--- src/hw/rtl/asp_pkg.sv ---
// Shared types and constants for the subscript specifier parser.
`default_nettype none

package asp_pkg;

  // Largest number of dimensions that one specifier may carry.
  localparam int MAX_DIMS = 7;

  // Width of a dimension counter that can also hold MAX_DIMS itself.
  localparam int CNT_W = $clog2(MAX_DIMS + 1);
  // Width of an address into the bound stores.
  localparam int IDX_W = (MAX_DIMS > 1) ? $clog2(MAX_DIMS) : 1;

  localparam int VAL_W     = 32;
  localparam int CHR_W     = 8;
  localparam int KIND_W    = 2;
  localparam int DIM_IDX_W = 4;
  localparam int DIM_CNT_W = 5;
  localparam int ERR_W     = 2;

  localparam logic [CHR_W-1:0] CH_LPAREN = 8'h28;
  localparam logic [CHR_W-1:0] CH_RPAREN = 8'h29;
  localparam logic [CHR_W-1:0] CH_COLON  = 8'h3A;
  localparam logic [CHR_W-1:0] CH_COMMA  = 8'h2C;
  localparam logic [CHR_W-1:0] CH_SPACE  = 8'h20;
  localparam logic [CHR_W-1:0] CH_PLUS   = 8'h2B;
  localparam logic [CHR_W-1:0] CH_MINUS  = 8'h2D;
  localparam logic [CHR_W-1:0] CH_ZERO   = 8'h30;
  localparam logic [CHR_W-1:0] CH_NINE   = 8'h39;
  localparam logic [CHR_W-1:0] CH_TAB    = 8'h09;
  localparam logic [CHR_W-1:0] CH_CR     = 8'h0D;

  localparam logic [KIND_W-1:0] KIND_NAME = 2'd0;
  localparam logic [KIND_W-1:0] KIND_DIM  = 2'd1;
  localparam logic [KIND_W-1:0] KIND_SUM  = 2'd2;

  localparam logic [ERR_W-1:0] ERR_NONE     = 2'd0;
  localparam logic [ERR_W-1:0] ERR_NO_CLOSE = 2'd1;
  localparam logic [ERR_W-1:0] ERR_TOO_MANY = 2'd2;

  typedef enum logic [1:0] {
    NUM_WAIT   = 2'd0,
    NUM_DIGITS = 2'd1,
    NUM_DONE   = 2'd2
  } num_state_e;

  typedef enum logic [3:0] {
    S_RUN   = 4'b0001,
    S_FIN   = 4'b0010,
    S_FLUSH = 4'b0100,
    S_SUM   = 4'b1000
  } ctrl_state_e;

  typedef struct packed {
    logic char_step;  // parse the character accepted this cycle
    logic finish;     // close the last field after the final character
    logic emit_dim;   // send the next stored dimension
    logic emit_sum;   // send the summary and return to the reset state
  } ctrl_cmd_t;

  typedef struct packed {
    logic slot_free;   // the output register can take a result this cycle
    logic flush_more;  // stored dimensions remain to be sent
  } ctrl_sts_t;

endpackage

`default_nettype wire

--- src/hw/rtl/array_subscript_spec_parser_core.sv ---
// Top level of the subscript specifier parser: controller plus datapath.
//
// Channel  Direction  Handshake                Payload
// in       input      in_valid_i / in_ready_o  chr_i, last_i
// out      output     out_valid_o / out_ready_i kind_o, name_char_o, dim_index_o,
//                                              dim_start_o, dim_end_o, is_array_o,
//                                              is_slice_o, dim_count_o, error_o,
//                                              last_out_o
//
// A character is taken while the output register is free or being emptied in
// the same cycle; the single output register sets the input rate.
// After the final character the block closes the last field, sends each
// stored dimension if the list closed without error, sees that the flush is
// done and then sends the summary. Input is not taken during that flush.
// Reset is asynchronous and active low; it returns the parser to the name phase.
// A stalled output holds its result and back-pressures the input channel.
`default_nettype none

module array_subscript_spec_parser_core import asp_pkg::*; (
  input  wire logic                    clk_i,
  input  wire logic                    rst_ni,
  input  wire logic                    in_valid_i,
  output logic                         in_ready_o,
  input  wire logic [CHR_W-1:0]        chr_i,
  input  wire logic                    last_i,
  output logic                         out_valid_o,
  input  wire logic                    out_ready_i,
  output logic [KIND_W-1:0]            kind_o,
  output logic [CHR_W-1:0]             name_char_o,
  output logic [DIM_IDX_W-1:0]         dim_index_o,
  output logic signed [VAL_W-1:0]      dim_start_o,
  output logic signed [VAL_W-1:0]      dim_end_o,
  output logic                         is_array_o,
  output logic                         is_slice_o,
  output logic [DIM_CNT_W-1:0]         dim_count_o,
  output logic [ERR_W-1:0]             error_o,
  output logic                         last_out_o
);

  // Commands flow from the controller; status flows back from the datapath.
  ctrl_cmd_t cmd;
  ctrl_sts_t sts;

  // The controller decides when a character is parsed, when the last field is
  // closed and when each stored dimension and the summary are sent.
  asp_ctrl u_ctrl (
    .clk_i      (clk_i),
    .rst_ni     (rst_ni),
    .in_valid_i (in_valid_i),
    .last_i     (last_i),
    .in_ready_o (in_ready_o),
    .cmd_o      (cmd),
    .sts_i      (sts)
  );

  // The datapath holds the field parser, the bound stores and the output
  // register that decouples the two channels.
  asp_datapath u_datapath (
    .clk_i       (clk_i),
    .rst_ni      (rst_ni),
    .cmd_i       (cmd),
    .sts_o       (sts),
    .chr_i       (chr_i),
    .out_ready_i (out_ready_i),
    .out_valid_o (out_valid_o),
    .kind_o      (kind_o),
    .name_char_o (name_char_o),
    .dim_index_o (dim_index_o),
    .dim_start_o (dim_start_o),
    .dim_end_o   (dim_end_o),
    .is_array_o  (is_array_o),
    .is_slice_o  (is_slice_o),
    .dim_count_o (dim_count_o),
    .error_o     (error_o),
    .last_out_o  (last_out_o)
  );

endmodule

`default_nettype wire

--- src/hw/rtl/asp_ctrl.sv ---
// Sequencing state machine of the subscript specifier parser.
`default_nettype none

module asp_ctrl import asp_pkg::*; (
  input  wire logic      clk_i,
  input  wire logic      rst_ni,
  input  wire logic      in_valid_i,
  input  wire logic      last_i,
  output logic           in_ready_o,
  output ctrl_cmd_t      cmd_o,
  input  wire ctrl_sts_t sts_i
);

  ctrl_state_e state_q, state_d;
  logic        accept;

  assign in_ready_o = (state_q == S_RUN) && sts_i.slot_free;
  assign accept     = in_valid_i && in_ready_o;

  always_comb begin
    state_d = state_q;
    cmd_o   = '0;
    unique case (state_q)
      S_RUN: begin
        cmd_o.char_step = accept;
        if (accept && last_i) begin
          state_d = S_FIN;
        end
      end
      S_FIN: begin
        cmd_o.finish = 1'b1;
        state_d      = S_FLUSH;
      end
      S_FLUSH: begin
        if (sts_i.flush_more) begin
          cmd_o.emit_dim = sts_i.slot_free;
        end else begin
          state_d = S_SUM;
        end
      end
      S_SUM: begin
        if (sts_i.slot_free) begin
          cmd_o.emit_sum = 1'b1;
          state_d        = S_RUN;
        end
      end
      default: begin
        state_d = S_RUN;
      end
    endcase
  end

  always_ff @(posedge clk_i or negedge rst_ni) begin
    if (!rst_ni) begin
      state_q <= S_RUN;
    end else begin
      state_q <= state_d;
    end
  end

endmodule

`default_nettype wire

--- src/hw/rtl/asp_datapath.sv ---
// Field parser, bound stores and output register of the subscript specifier parser.
`default_nettype none

module asp_datapath import asp_pkg::*; (
  input  wire logic                   clk_i,
  input  wire logic                   rst_ni,
  input  wire ctrl_cmd_t              cmd_i,
  output ctrl_sts_t                   sts_o,
  input  wire logic [CHR_W-1:0]       chr_i,
  input  wire logic                   out_ready_i,
  output logic                        out_valid_o,
  output logic [KIND_W-1:0]           kind_o,
  output logic [CHR_W-1:0]            name_char_o,
  output logic [DIM_IDX_W-1:0]        dim_index_o,
  output logic signed [VAL_W-1:0]     dim_start_o,
  output logic signed [VAL_W-1:0]     dim_end_o,
  output logic                        is_array_o,
  output logic                        is_slice_o,
  output logic [DIM_CNT_W-1:0]        dim_count_o,
  output logic [ERR_W-1:0]            error_o,
  output logic                        last_out_o
);

  // Parser state.
  logic             phase_q, phase_d;
  logic             cp_q, cp_d;
  logic [CNT_W-1:0] fc_q, fc_d;
  logic             colon_q, colon_d;
  logic             pn_q, pn_d;
  num_state_e       ns_q, ns_d;
  logic             neg_q, neg_d;
  logic [VAL_W-1:0] acc_q, acc_d;
  logic [VAL_W-1:0] first_q, first_d;
  logic             slice_q, slice_d;
  logic             ovf_q, ovf_d;
  logic [CNT_W-1:0] fl_q, fl_d;

  // Bound stores, only read at entries written during the current specifier.
  logic [VAL_W-1:0] start_mem [MAX_DIMS];
  logic [VAL_W-1:0] end_mem [MAX_DIMS];

  // Output register.
  logic                 out_valid_q, out_valid_d;
  logic [KIND_W-1:0]    kind_q, kind_d;
  logic [CHR_W-1:0]     nc_q, nc_d;
  logic [DIM_IDX_W-1:0] didx_q, didx_d;
  logic [VAL_W-1:0]     dst_q, dst_d;
  logic [VAL_W-1:0]     den_q, den_d;
  logic                 arr_q, arr_d;
  logic                 sl_q, sl_d;
  logic [DIM_CNT_W-1:0] cnt_q, cnt_d;
  logic [ERR_W-1:0]     err_q, err_d;
  logic                 lo_q, lo_d;

  logic             load;
  logic             ok;
  logic [VAL_W-1:0] val;
  logic             pn_e;
  num_state_e       ns_e;
  logic             fin_req;
  logic             fin_pn;
  logic             wr_en;
  logic [VAL_W-1:0] wr_st;
  logic [VAL_W-1:0] wr_en_val;
  logic             is_digit;
  logic             is_ws;

  assign ok                = phase_q && cp_q && !ovf_q;
  assign sts_o.slot_free   = !out_valid_q || out_ready_i;
  assign sts_o.flush_more  = ok && (fl_q < fc_q);

  assign val      = neg_q ? (VAL_W'(0) - acc_q) : acc_q;
  // A pending close parenthesis is an ordinary character once more text follows.
  assign pn_e     = pn_q | cp_q;
  assign ns_e     = cp_q ? NUM_DONE : ns_q;
  assign is_digit = (chr_i >= CH_ZERO) && (chr_i <= CH_NINE);
  assign is_ws    = (chr_i >= CH_TAB) && (chr_i <= CH_CR);

  always_comb begin
    phase_d  = phase_q;
    cp_d     = cp_q;
    fc_d     = fc_q;
    colon_d  = colon_q;
    pn_d     = pn_q;
    ns_d     = ns_q;
    neg_d    = neg_q;
    acc_d    = acc_q;
    first_d  = first_q;
    slice_d  = slice_q;
    ovf_d    = ovf_q;
    fl_d     = fl_q;
    load     = 1'b0;
    kind_d   = kind_q;
    nc_d     = nc_q;
    didx_d   = didx_q;
    dst_d    = dst_q;
    den_d    = den_q;
    arr_d    = arr_q;
    sl_d     = sl_q;
    cnt_d    = cnt_q;
    err_d    = err_q;
    lo_d     = lo_q;
    fin_req  = 1'b0;
    fin_pn   = pn_q;
    wr_en    = 1'b0;
    wr_st    = '0;
    wr_en_val = '0;

    if (cmd_i.char_step) begin
      if (!phase_q) begin
        if (chr_i == CH_LPAREN) begin
          phase_d = 1'b1;
        end else begin
          load   = 1'b1;
          kind_d = KIND_NAME;
          nc_d   = chr_i;
          didx_d = '0;
          dst_d  = '0;
          den_d  = '0;
          arr_d  = 1'b0;
          sl_d   = 1'b0;
          cnt_d  = '0;
          err_d  = ERR_NONE;
          lo_d   = 1'b0;
        end
      end else if (chr_i != CH_SPACE) begin
        pn_d = pn_e;
        ns_d = ns_e;
        cp_d = (chr_i == CH_RPAREN);
        if (chr_i != CH_RPAREN) begin
          if (chr_i == CH_COMMA) begin
            fin_req = 1'b1;
            fin_pn  = pn_e;
          end else if ((chr_i == CH_COLON) && !colon_q) begin
            first_d = pn_e ? val : VAL_W'(1);
            colon_d = 1'b1;
            pn_d    = 1'b0;
            ns_d    = NUM_WAIT;
            neg_d   = 1'b0;
            acc_d   = '0;
          end else begin
            pn_d = 1'b1;
            if (ns_e != NUM_DONE) begin
              if (is_digit) begin
                // Multiply by ten as two shifts and an add.
                acc_d = (acc_q << 3) + (acc_q << 1) + {{(VAL_W-4){1'b0}}, chr_i[3:0]};
                ns_d  = NUM_DIGITS;
              end else if ((ns_e == NUM_WAIT) && is_ws) begin
                ns_d = NUM_WAIT;
              end else if ((ns_e == NUM_WAIT) &&
                           ((chr_i == CH_PLUS) || (chr_i == CH_MINUS))) begin
                neg_d = (chr_i == CH_MINUS);
                ns_d  = NUM_DIGITS;
              end else begin
                ns_d = NUM_DONE;
              end
            end
          end
        end
      end
    end

    if (cmd_i.finish && phase_q && cp_q) begin
      fin_req = 1'b1;
      fin_pn  = pn_q;
    end

    if (fin_req) begin
      wr_st     = colon_q ? first_q : (fin_pn ? val : VAL_W'(1));
      wr_en_val = fin_pn ? val : '0;
      if (colon_q || !fin_pn) begin
        slice_d = 1'b1;
      end
      if (fc_q < CNT_W'(MAX_DIMS)) begin
        wr_en = 1'b1;
        fc_d  = fc_q + 1'b1;
      end else begin
        ovf_d = 1'b1;
      end
      colon_d = 1'b0;
      pn_d    = 1'b0;
      ns_d    = NUM_WAIT;
      neg_d   = 1'b0;
      acc_d   = '0;
    end

    // The bounds themselves are read from the stores in the output register.
    if (cmd_i.emit_dim) begin
      load   = 1'b1;
      kind_d = KIND_DIM;
      nc_d   = '0;
      didx_d = DIM_IDX_W'(fl_q);
      arr_d  = 1'b0;
      sl_d   = 1'b0;
      cnt_d  = '0;
      err_d  = ERR_NONE;
      lo_d   = 1'b0;
      fl_d   = fl_q + 1'b1;
    end

    if (cmd_i.emit_sum) begin
      load   = 1'b1;
      kind_d = KIND_SUM;
      nc_d   = '0;
      didx_d = '0;
      dst_d  = '0;
      den_d  = '0;
      arr_d  = ok;
      sl_d   = ok && slice_q;
      cnt_d  = ok ? DIM_CNT_W'(fc_q) : '0;
      if (!phase_q) begin
        err_d = ERR_NONE;
      end else if (!cp_q) begin
        err_d = ERR_NO_CLOSE;
      end else if (ovf_q) begin
        err_d = ERR_TOO_MANY;
      end else begin
        err_d = ERR_NONE;
      end
      lo_d    = 1'b1;
      phase_d = 1'b0;
      cp_d    = 1'b0;
      fc_d    = '0;
      colon_d = 1'b0;
      pn_d    = 1'b0;
      ns_d    = NUM_WAIT;
      neg_d   = 1'b0;
      acc_d   = '0;
      first_d = '0;
      slice_d = 1'b0;
      ovf_d   = 1'b0;
      fl_d    = '0;
    end

    out_valid_d = load ? 1'b1 : (out_ready_i ? 1'b0 : out_valid_q);
  end

  always_ff @(posedge clk_i or negedge rst_ni) begin
    if (!rst_ni) begin
      phase_q     <= 1'b0;
      cp_q        <= 1'b0;
      fc_q        <= '0;
      colon_q     <= 1'b0;
      pn_q        <= 1'b0;
      ns_q        <= NUM_WAIT;
      neg_q       <= 1'b0;
      acc_q       <= '0;
      first_q     <= '0;
      slice_q     <= 1'b0;
      ovf_q       <= 1'b0;
      fl_q        <= '0;
      out_valid_q <= 1'b0;
    end else begin
      phase_q     <= phase_d;
      cp_q        <= cp_d;
      fc_q        <= fc_d;
      colon_q     <= colon_d;
      pn_q        <= pn_d;
      ns_q        <= ns_d;
      neg_q       <= neg_d;
      acc_q       <= acc_d;
      first_q     <= first_d;
      slice_q     <= slice_d;
      ovf_q       <= ovf_d;
      fl_q        <= fl_d;
      out_valid_q <= out_valid_d;
    end
  end

  always_ff @(posedge clk_i) begin
    if (wr_en) begin
      start_mem[fc_q[IDX_W-1:0]] <= wr_st;
      end_mem[fc_q[IDX_W-1:0]]   <= wr_en_val;
    end
  end

  always_ff @(posedge clk_i) begin
    kind_q <= kind_d;
    nc_q   <= nc_d;
    didx_q <= didx_d;
    if (cmd_i.emit_dim) begin
      dst_q <= start_mem[fl_q[IDX_W-1:0]];
      den_q <= end_mem[fl_q[IDX_W-1:0]];
    end else begin
      dst_q <= dst_d;
      den_q <= den_d;
    end
    arr_q  <= arr_d;
    sl_q   <= sl_d;
    cnt_q  <= cnt_d;
    err_q  <= err_d;
    lo_q   <= lo_d;
  end

  assign out_valid_o = out_valid_q;
  assign kind_o      = kind_q;
  assign name_char_o = nc_q;
  assign dim_index_o = didx_q;
  assign dim_start_o = dst_q;
  assign dim_end_o   = den_q;
  assign is_array_o  = arr_q;
  assign is_slice_o  = sl_q;
  assign dim_count_o = cnt_q;
  assign error_o     = err_q;
  assign last_out_o  = lo_q;

endmodule

`default_nettype wire

--- config.mk ---
export PLATFORM = sky130hd
export DESIGN_NAME = array_subscript_spec_parser_core
export DESIGN_NICKNAME = d
export VERILOG_FILES = /design/src/hw/rtl/asp_pkg.sv /design/src/hw/rtl/array_subscript_spec_parser_core.sv /design/src/hw/rtl/asp_ctrl.sv /design/src/hw/rtl/asp_datapath.sv
export SDC_FILE = /design/constraint.sdc
export NUM_CORES = 1
export LEC_CHECK = 0
export BUFFER_PORTS_ARGS = -buffer_cell sky130_fd_sc_hd__buf_2
export CAP_MARGIN = 20
export CORE_MARGIN = 2
export CORE_UTILIZATION = 64
export CTS_BUF_LIST = sky130_fd_sc_hd__clkbuf_4
export DETAILED_ROUTE_END_ITERATION = 7
export PLACE_DENSITY = 0.82
export SLEW_MARGIN = 20
export SYNTH_ARGS = -nofsm -noshare
export SYNTH_HDL_FRONTEND = slang
export SYNTH_SLANG_ARGS = --single-unit
export TNS_END_PERCENT = 50
--- constraint.sdc ---
create_clock -name clk_i -period 10.62 [get_ports clk_i]
set_input_delay 1.062 -clock clk_i [delete_from_list [all_inputs] [get_ports clk_i]]
set_output_delay 1.062 -clock clk_i [all_outputs]
set_load 0.1 [all_outputs]
* After elaboration in Yosys (flattened, before gate mapping) *
Memory sizes are Yosys's and may differ from the RTL's.
Cells that the tools add are included.

word-level totals
  bits in registers = 171
  bits in writable memories = 448
  input port bits = 13
  output and inout bits = 90
  word-level logic and storage cells = 269
  memories kept = 2

memories
  memory                words  width  read ports  clocked after memory_dff  wr ports  line                text
  u_datapath.end_mem    7      32     1           0                         1         asp_datapath.sv:40  logic [VAL_W-1:0] end_mem [MAX_DIMS];
  u_datapath.start_mem  7      32     1           0                         1         asp_datapath.sv:39  logic [VAL_W-1:0] start_mem [MAX_DIMS];

operators by class
  add/sub/neg operators = 5
  order comparisons = 6
  equal/unequal tests = 25
  mux-type cells = 148
  bitwise operators = 3
  reduce and logical (&&, ||, !) cells = 56

operator list
  operator               number
  $mux 32                30
  $mux 1                 77
  $eq 8x6->1 const B     6
  $mux 2                 22
  $add 32x32->32         1
  $add 32x4->32          1
  $sub 1x32->32 const A  1
  $mux 3                 10
  $mux 5                 5
  $reduce_bool 2->1      11
  $reduce_and 3->1       6
  $reduce_bool 3->1      6
  $ne 8x6->1 const B     2
  $pmux 4 s4             1
  $logic_and 1x1->1      14
  $ne 2x2->1 const B     7
  $mux 4                 3
  $reduce_and 6->1       2
  $reduce_bool 4->1      3
  $reduce_and 9->1       1
  $ge 8x4->1 const B     1
  $ge 8x6->1 const B     1
  $le 8x4->1 const B     1
  $le 8x6->1 const B     1
  20 further kinds       30

* Depth between registers and ports, before layout *
Gate-level depths: netlist of the first run.

  word-level depth = 15
  mapped depth = 13
  depth with buffers taken out = 12

* By module *
A second synthesis of the first run with hierarchy kept.

second synthesis, totals
  cell total of the unflattened synthesis = 1,876
  area total of the unflattened synthesis = 26,766.9 µm²

by module, submodules not included
  module        instances  cells each  area each (µm²)  sequential area each (µm²)
  asp_datapath  1          1,853       26,531.7         17,847.1
  asp_ctrl      1          23          235.2            101.3

* Worst setup path before layout of the first run *
OpenSTA, ideal clock, no wires.

  path type = input-to-reg
  start point = input chr_i[7]
  end point = memory u_datapath.end_mem[0][0] (enable)
  setup time = 0.645 ns
  data arrival time = 8.142 ns
  data required time = 9.975 ns
  setup slack = 1.833 ns
  stages = 5
  buffers on the path = 0
  path through = nor3_1 nand4_1 nor3_1 o21ai_1 nor4_1

between the ends
  cells in the longest elaborated chain, start to end = 10
  elaborated cells on any way between the ends = 12
  classes of those cells = 3 x eq/ne; 9 x mux

ends and longest elaborated chain
  item                              line                                    text
  start, declared                   array_subscript_spec_parser_core.sv:24  input wire logic [CHR_W-1:0] chr_i,
  $eq 8x6->1                        asp_datapath.sv:131                     if (chr_i == CH_COMMA) begin
  $mux 1                            asp_datapath.sv:131
  $mux 1                            asp_datapath.sv:130                     if (chr_i != CH_RPAREN) begin
  $mux 1 (*)                        asp_datapath.sv:126                     end else if (chr_i != CH_SPACE) begin
  $mux 1 (*)                        asp_datapath.sv:110                     if (!phase_q) begin
  $mux 1 (*)                        asp_datapath.sv:109                     if (cmd_i.char_step) begin
  $mux 1 (*)                        asp_datapath.sv:163                     if (cmd_i.finish && phase_q && cp_q) begin
  $mux 1 (*)                        asp_datapath.sv:168                     if (fin_req) begin
  $mux 1 (*)                        asp_datapath.sv:271                     if (wr_en) begin
  $mux 1 (implied by the code) (*)  asp_datapath.sv:273                     end_mem[fc_q[IDX_W-1:0]] <= wr_en_val;
  end, declared                     asp_datapath.sv:40

Every way passes the cells marked *; elsewhere a longest branch is shown, timed or not.

* Worst setup path in the final report of the first run *
  start point = register u_datapath.acc_q[0]
  end point = register u_datapath.acc_q[30]

between the ends
  cells in the longest elaborated chain, start to end = 12

ends and longest elaborated chain
  item                    line                 text
  start, declared         asp_datapath.sv:32   logic [VAL_W-1:0] acc_q, acc_d;
  start signal, assigned  asp_datapath.sv:247  acc_q <= '0;
  start signal, assigned  asp_datapath.sv:261  acc_q <= acc_d;
  $add 32x32->32          asp_datapath.sv:146  acc_d = (acc_q << 3) + (acc_q << 1) + {{(VAL_W-4){1'b0}}, chr_i[3:0]};
  $add 32x4->32           asp_datapath.sv:146
  $mux 32                 asp_datapath.sv:144  if (is_digit) begin
  $mux 32                 asp_datapath.sv:143  if (ns_e != NUM_DONE) begin
  $mux 32                 asp_datapath.sv:134  end else if ((chr_i == CH_COLON) && !colon_q) begin
  $mux 32                 asp_datapath.sv:131
  $mux 32                 asp_datapath.sv:130
  $mux 32                 asp_datapath.sv:126
  $mux 32                 asp_datapath.sv:110
  $mux 32                 asp_datapath.sv:109
  $mux 32                 asp_datapath.sv:168
  $mux 32                 asp_datapath.sv:201  if (cmd_i.emit_sum) begin

Every way passes these cells. The select of a mux whose other input is x is not followed.
A chain may end at the register's enable or synchronous reset.

==> flow_summary.rst, run 1 <==
.. list-table::
   :header-rows: 1

   * - Metric
     - Value
   * - Status
     - completed
   * - Category of cells accounting for the largest share of critical-path delay
     - compound AO/OA/AOI/OAI gates
   * - Max Fanout on Critical Path
     - 7
   * - Type of the most critical hold path
     - in -> async
   * - Number of CTS-inserted buffers
     - 153
   * - Slowest stage cell on the critical path
     - sky130_fd_sc_hd__fa_1
   * - Most frequent standard cell in the layout excluding fill and tap cells
     - sky130_fd_sc_hd__edfxtp_1
   * - Beginning of the worst register-to-register path
     - u_datapath.acc_q[0]$_DFFE_PN0P_
   * - Setup slack, reg-to-reg
     - roughly 6.7 ns
   * - Longest Clk Path Bufs
     - 3
   * - Floorplan Core Area
     - 40900 um2
   * - Clock slew at reported path FFs
     - 0.07 ns
   * - Critical Path Stages
     - 12
   * - Number of synthesis warnings
     - 0
   * - Number of synthesized flops with an enable pin
     - just over 500
   * - Clock period minus final worst setup slack
     - 3.96 ns
   * - Post-CTS setup-driven buffer insertion count
     - 0
   * - Hold slack final
     - between 0.1 and 0.15 ns
   * - Leading cell types in the layout, fill and taps excluded
     - sky130_fd_sc_hd__edfxtp_1 (519), sky130_fd_sc_hd__clkbuf_4 (230), sky130_fd_sc_hd__nor2_1 (191)
   * - Overall overflow remaining after global route
     - 0
   * - Total half-perimeter wirelength after legalization and detailed placement
     - 35000 um
   * - # hold bufs at CTS
     - 0
   * - Peak supply drop
     - 163 uV
   * - Initial core utilization
     - 64.9%
   * - Static Leak
     - around 10 nW
   * - Count of fill cells added during filler insertion
     - 2545
   * - Ratio of total power to cell area
     - just over 200 nW/um2
   * - H-Tree Depth
     - 4
   * - Maximum clock skew at final layout
     - 0.0563 ns
   * - Critical Path AT
     - 4.72 ns
   * - Buffering stage count on the worst path with inverters included
     - 2
   * - Portion of the clock cycle consumed by the worst path in the final layout
     - 37.3%
   * - Final number of setup-violating endpoints
     - 0
   * - Iter 0 DRT Violations
     - 1477
   * - Wire length of the first global-routing pass
     - 92600 um
   * - Synthesized area
     - 26600 um2
   * - Delay of the slowest cell on the worst path
     - 0.56 ns
   * - Length of the first detailed-routing pass in iterations
     - 6
   * - Total Die Area
     - 43200 um2
   * - Endpoint type of the worst setup path
     - flop
   * - Root buffer selected by CTS
     - sky130_fd_sc_hd__clkbuf_4
   * - R2R depth
     - 12
   * - Antenna violation net count after detailed routing
     - 0
   * - Least-Margin Pin Slew
     - between 1 and 1.5 ns
   * - Number of storage elements in the synthesis netlist
     - 616
   * - Overall routing resource usage
     - between 20% and 30%
   * - Row Count
     - 74
   * - Number of nets in the finished design
     - ~2100
   * - Post-synthesis sequential area ratio
     - 67.6%
   * - Initial antenna violation count
     - 1
   * - Crit path cell chain
     - inv_1 > fa_1 > inv_1 > fa_1 > a211oi_1 > nor2_1 > o41ai_1 > a21oi_1 > a41oi_1 > a31oi_1 > xnor2_1 > o21ai_0
   * - Maximum number of pins on one net before global-route repair
     - slightly below 90
   * - Placed cell count
     - 2420
   * - Signed area change from the synthesized netlist to the final layout
     - 11.4%
   * - Endpoint of the worst-slack reg-to-reg timing path
     - u_datapath.acc_q[30]$_DFFE_PN0P_
   * - Combined area of the multi-input logic cells
     - 8230 um2
   * - Number of I/O port buffers
     - 99
   * - Crit path launch type
     - flop
   * - Number of global-route vias before repair
     - 16928
   * - Final Routed Wirelength
     - 58800 um
   * - Die X-Extent
     - around 210 um
   * - Via density
     - 6.15
   * - Register Area
     - 18000 um2
   * - Average detailed-routed wire length per instance
     - 21.8 um
   * - Share of cells above drive strength 1
     - 21.3%
   * - Post-cts resize count
     - 0
   * - Worst rel slew slack
     - between 20% and 30%
   * - RSZ-0062 raised after global routing
     - no
   * - Endpoints failing hold
     - 0
   * - Average cell area after synthesis
     - roughly 14 um2
   * - WS Path Type
     - reg -> reg
   * - Total negative setup slack
     - 0 ns
   * - Via total after detailed routing
     - 16583
   * - Number of slew-limit violations in the final report
     - 0
   * - CTS tree
     - yes
   * - Data required time at the worst endpoint
     - around 11 ns
   * - Ports
     - 103
   * - Vertical die dimension
     - 208 um
   * - Number of different library cells in the post-synthesis netlist
     - 67
   * - Number of clock sinks seen by CTS
     - around 620
   * - Maximum frequency from static timing analysis
     - around 250 MHz
   * - Post-layout instance count excluding filler cells
     - approximately 2700
   * - Synth Instances
     - 1866
   * - Final weighted congestion in routability-driven placement
     - 0.881
   * - Async SR Flop Fraction
     - 13.6%
   * - DRC violation count after routing
     - 0
   * - Clk_lat worst skew
     - about 0.90 ns
   * - Main synth FF type
     - sky130_fd_sc_hd__edfxtp_1
   * - Max-cap check violation count
     - 0
## cell usage after synthesis (7+ instances only)
cell	number	share of area, %
sky130_fd_sc_hd__edfxtp_1	519	59
sky130_fd_sc_hd__nor2_1	191	2.7
sky130_fd_sc_hd__nand2_1	175	2.5
sky130_fd_sc_hd__o21ai_0	152	2.9
sky130_fd_sc_hd__mux2i_1	138	5.2
sky130_fd_sc_hd__dfrtp_1	83	7.8
sky130_fd_sc_hd__a21oi_1	80	1.5
sky130_fd_sc_hd__clkbuf_1	79	1.1
sky130_fd_sc_hd__mux4_2	64	5.4
sky130_fd_sc_hd__ha_1	63	3.0
sky130_fd_sc_hd__xor2_1	41	1.4
sky130_fd_sc_hd__nor3_1	28	0.53
sky130_fd_sc_hd__a21o_1	19	0.54
sky130_fd_sc_hd__inv_1	18	0.25
sky130_fd_sc_hd__nand3_1	18	0.34
sky130_fd_sc_hd__xnor2_1	15	0.49
sky130_fd_sc_hd__buf_1	14	0.20
sky130_fd_sc_hd__dfxtp_1	13	0.98
sky130_fd_sc_hd__o31ai_1	12	0.34
sky130_fd_sc_hd__or3_1	12	0.28
sky130_fd_sc_hd__nand2b_1	9	0.21
sky130_fd_sc_hd__and3_1	8	0.19
sky130_fd_sc_hd__and2_1	7	0.16
sky130_fd_sc_hd__nor4_1	7	0.16
sky130_fd_sc_hd__o21a_1	7	0.20
## registers in the layout, indices dropped and copies added (netlist names), 2 cells and up
name	cells
u_datapath.first_q	32
u_datapath.ns_q	2
u_datapath.end_mem	224
u_datapath.dim_end_o	32
u_datapath.error_o	2
u_datapath.acc_q	32
u_datapath.start_mem	224
u_datapath.fl_q	3
u_datapath.dim_start_o	32
u_datapath.kind_o	2
u_datapath.dim_index_o	3
u_datapath.name_char_o	8
u_datapath.dim_count_o	3
u_ctrl.state_q	4
u_datapath.fc_q	3
## layer usage
layer / wire, um / up-vias / GRT usage [%]
met4: 1690 / 0 / 12.2
met1: 23100 / 8152 / 36.7
li1: - / 7471 / -
met5: 0 / - / 0
met2: 29300 / 822 / 44.8
met3: 4710 / 138 / 6.05
## worst max-delay path by stage
| stage | end | start |
|---|---|---|
| after floorplan | u_datapath.end_mem[0][0]$_DFFE_PP_ | chr_i[7] |
| after global placement | u_datapath.acc_q[28]$_DFFE_PN0P_ | chr_i[3] |
| after CTS | u_datapath.acc_q[30]$_DFFE_PN0P_ | u_datapath.acc_q[0]$_DFFE_PN0P_ |
| final | u_datapath.acc_q[30]$_DFFE_PN0P_ | u_datapath.acc_q[0]$_DFFE_PN0P_ |
| after detailed placement | u_datapath.acc_q[30]$_DFFE_PN0P_ | chr_i[3] |
| after global routing | u_datapath.dim_start_o[8]$_SDFFCE_PN0P_ | u_datapath.fc_q[1]$_DFFE_PN0P_ |
## through the flow
step	total power [W]	utilization (%)	worst slack [ns]	area, um2
detailed placement	0.00402	67.4	6.15	27600
global placement	0.00401	67.4	6.30	27600
floorplan	0.00366	-	1.83	26600
global route	0.00625	72.3	6.44	29600
CTS	0.00602	72.3	6.69	29600
finish	0.00600	72.3	6.66	29600
## report_power, final
part | leakage [nW] | internal, W | switching, W | total [W]
combinational | 3.59 | 0.000298 | 0.000962 | 0.00126
clock | 1.21 | 0.00109 | 0.000926 | 0.00202
sequential | 5.33 | 0.00267 | 0.0000591 | 0.00273
## logic make-up after synthesis
group	share of synthesized area, %
flops	67.6
simple gates	7.99
compound gates	7.05
mux	10.6
buf+inv	1.74
fa+ha+maj	3.12
xor+xnor	1.91
other cells	0.0141
## layout make-up
cell class                 count  share of cell area, %
antenna                        1                0.00845
sequential                   616                   60.7
tap                          532                   2.25
clock buffer                 230                   5.83
multi-input combinational   1134                   27.8
timing repair buffer         120                   2.21
inverter                      18                  0.228
clock inverter                46                  0.998
No activity file was read; power rests on OpenSTA's default activity.
==> run 2, diff against run 1 <==
==> constraint.sdc (replaced) <==
create_clock -name clk_i -period 4.1 [get_ports clk_i]
set_input_delay 0.41 -clock clk_i [delete_from_list [all_inputs] [get_ports clk_i]]
set_output_delay 0.41 -clock clk_i [all_outputs]
set_load 0.1 [all_outputs]
==> run 2 against run 1 <==
Net effect: setup slack lost 6.2 ns; highest routed layer is now met5; cell area is 1.9% higher; critical path type unchanged; combinational power rose to 2.8 times the previous value; global-route usage up 0.48 points; via count grew 1.5%; largest power group unchanged; first-iteration DRC count up 12%.
==> flow_summary.rst, run 2 (synthesis gave the netlist of run 1 again) <==
.. list-table::
   :header-rows: 1

   * - Metric
     - Value
   * - Via total after detailed routing
     - roughly 17000
   * - Antenna violation net count after detailed routing
     - 0
   * - Sequential power share
     - between 40% and 50%
   * - Clock period minus final worst setup slack
     - 3.63 ns
   * - Via density
     - between 6 and 7
   * - Wire length of the first global-routing pass
     - 93300 um
   * - Endpoint type of the worst setup path
     - flop
   * - Total non-filler cell area in the finished layout
     - 30200 um2
   * - CTS tree
     - yes
   * - Final cell utilization of the core
     - approximately three quarters
   * - Comb pwr share
     - 22.4%
   * - Static Leak
     - 10.3 nW
   * - Longest Clk Path Bufs
     - 3
   * - Maximum frequency from static timing analysis
     - 275 MHz
   * - Beginning of the worst register-to-register path
     - u_datapath.acc_q[2]$_DFFE_PN0P_
   * - Max-cap check violation count
     - 0
   * - Power Internal
     - approximately 0.010 W
   * - Final Routed Wirelength
     - 60400 um
   * - Number of CTS-inserted buffers
     - 151
   * - Ratio of total power to cell area
     - just over 500 nW/um2
   * - Worst rel slew slack
     - 26.6%
   * - Average detailed-routed wire length per instance
     - 22.2 um
   * - Placed Area
     - ~28000 um2
   * - Number of global-route vias before repair
     - 17176
   * - Maximum clock skew at final layout
     - 0.0689 ns
   * - Row Count
     - 74
   * - Total Die Area
     - ~43000 um2
   * - Crit path cell chain
     - inv_1 > fa_1 > inv_1 > fa_1 > a211oi_1 > nor2_1 > o41ai_1 > a21oi_1 > a41oi_1 > a21oi_1 > xnor2_1 > o21ai_0
   * - Peak supply drop
     - around 560 uV
   * - Type of the most critical hold path
     - in -> async
   * - Max Fanout on Critical Path
     - 8
   * - Ports
     - around 100
   * - Combined area of the multi-input logic cells
     - between 8000 and 9000 um2
   * - Root buffer selected by CTS
     - sky130_fd_sc_hd__clkbuf_4
   * - Clock slew at reported path FFs
     - 0.07 ns
   * - Launching element of the worst setup path
     - u_datapath.acc_q[2]$_DFFE_PN0P_
   * - Power share of the clock group
     - 32.2%
   * - Status
     - completed
   * - Length of the first detailed-routing pass in iterations
     - 5
   * - Least-Margin Pin Slew
     - approximately 1.1 ns
   * - Leading cell types in the layout, fill and taps excluded
     - sky130_fd_sc_hd__edfxtp_1 (519), sky130_fd_sc_hd__clkbuf_4 (219), sky130_fd_sc_hd__nor2_1 (191)
   * - Signed area change from the synthesized netlist to the final layout
     - 13.5%
   * - Most frequent standard cell in the layout excluding fill and tap cells
     - sky130_fd_sc_hd__edfxtp_1
   * - RSZ-0062 raised after global routing
     - no
   * - Initial core utilization
     - 64.9%
   * - Portion of the clock cycle consumed by the worst path in the final layout
     - between 80% and 90%
   * - Clk_lat worst skew
     - 0.89 ns
   * - Switching fraction of total power
     - 32.7%
   * - Register Area
     - approximately 18000 um2
   * - Overall routing resource usage
     - between 20% and 30%
   * - Vertical die dimension
     - 208 um
   * - Iter 0 DRT Violations
     - 1654
   * - Number of I/O port buffers
     - 99
   * - Share of cells above drive strength 1
     - 21.7%
   * - Number of slew-limit violations in the final report
     - 0
   * - H-Tree Depth
     - 4
   * - Number of nets in the finished design
     - approximately 2200
   * - Slowest stage cell on the critical path
     - sky130_fd_sc_hd__dfrtp_1
   * - Endpoints failing hold
     - 0
   * - Buffering stage count on the worst path with inverters included
     - 2
   * - Delay of the slowest cell on the worst path
     - approximately 0.51 ns
   * - Final number of setup-violating endpoints
     - 0
   * - Initial antenna violation count
     - 3
   * - Data required time at the worst endpoint
     - 4.87 ns
   * - Critical Path AT
     - 4.41 ns
   * - Final weighted congestion in routability-driven placement
     - 0.926
   * - DRC violation count after routing
     - 0
   * - Number of clock sinks seen by CTS
     - 616
   * - Overall overflow remaining after global route
     - 0
   * - Count of fill cells added during filler insertion
     - between 2000 and 2500
   * - Category of cells accounting for the largest share of critical-path delay
     - compound AO/OA/AOI/OAI gates
   * - Floorplan Core Area
     - 40900 um2
   * - Total half-perimeter wirelength after legalization and detailed placement
     - 36800 um
   * - Die X-Extent
     - just over 200 um
   * - Maximum number of pins on one net before global-route repair
     - 195
   * - WS Path Type
     - reg -> reg
   * - Crit path launch type
     - flop
   * - P_sw
     - 0.00509 W
[run 2: changes by cell type in the layout (fill, tap and decap cells not counted), moves of 4 or more]
cell | before | now
sky130_fd_sc_hd__clkbuf_4 | 230 | 219
sky130_fd_sc_hd__dlygate4sd3_1 | 0 | 13
sky130_fd_sc_hd__nor3_4 | 0 | 4
sky130_fd_sc_hd__buf_4 | 22 | 36
sky130_fd_sc_hd__buf_12 | 0 | 20
[run 2: final timing paths]
path / to / slack, ns / depth (start not counted)
max: u_datapath.acc_q[26]$_DFFE_PN0P_ / 0.47 / 12
min: u_datapath.acc_q[17]$_DFFE_PN0P_ / 0.20 / 2
max reg2reg: u_datapath.acc_q[26]$_DFFE_PN0P_ / 0.47 / 12
min reg2reg: u_datapath.kind_o[1]$_SDFFE_PP1P_ / 0.48 / 2
max in group asynchronous: u_datapath.slice_q$_DFFE_PN0P_ / 2.97 / 3
min in group clk_i: u_datapath.name_char_o[7]$_SDFFE_PP0P_ / 0.41 / 4
[run 2: cell type report]
cell class | instances | share of cell area [%]
sequential | 616 | 59.5
tap | 532 | 2.21
inverter | 18 | 0.224
timing repair buffer | 167 | 4.28
clock buffer | 219 | 5.45
antenna | 1 | 0.00830
clock inverter | 36 | 0.801
multi-input combinational | 1134 | 27.5
[run 2: worst register-to-register path: stages, from the launching register on]
cell and delay [ns]:
sky130_fd_sc_hd__dfrtp_1 0.51, sky130_fd_sc_hd__inv_1 0.11, sky130_fd_sc_hd__fa_1 0.49, sky130_fd_sc_hd__inv_1 0.07
sky130_fd_sc_hd__fa_1 0.48, sky130_fd_sc_hd__a211oi_1 0.26, sky130_fd_sc_hd__nor2_1 0.13, sky130_fd_sc_hd__o41ai_1 0.46
sky130_fd_sc_hd__a21oi_1 0.24, sky130_fd_sc_hd__a41oi_1 0.38, sky130_fd_sc_hd__a21oi_1 0.14, sky130_fd_sc_hd__xnor2_1 0.14
sky130_fd_sc_hd__o21ai_0 0.17
[run 2: metal layers]
metal	track usage [%]	share of wire (%)
met5	0	0.045
met4	14.0	3.3
met3	6.16	7.9
met2	45.9	50
met1	36.3	39
[run 2: power groups by stage]
stage	Combinational (W)	Clock, W	Sequential, W
floorplan	0.00151	0	0.00798
global placement	0.00336	0	0.00718
detailed placement	0.00340	0	0.00719
CTS	0.00342	0.00510	0.00705
global route	0.00367	0.00540	0.00708
finish	0.00349	0.00502	0.00706
[run 2: repair_timing]
item | in CTS | in global routing
hold buffers | 13 | 0
setup buffers | 0 | 0
resized for setup | 0 | 0
hold endpoints to repair | 76 | 0
[run 2: stage by stage]
step                      instances  TNS (ns)  total power, W  hold slack [ns]  setup slack, ns
after floorplan                1868   -150.21         0.00949            0.114           -0.669
after global placement         2454         0          0.0105            0.440            0.490
after detailed placement       2454         0          0.0106            0.462            0.380
after CTS                      2722         0          0.0156            0.151            0.439
after global routing           2723         0          0.0161            0.259           0.0883
final                          2723         0          0.0156            0.200            0.467
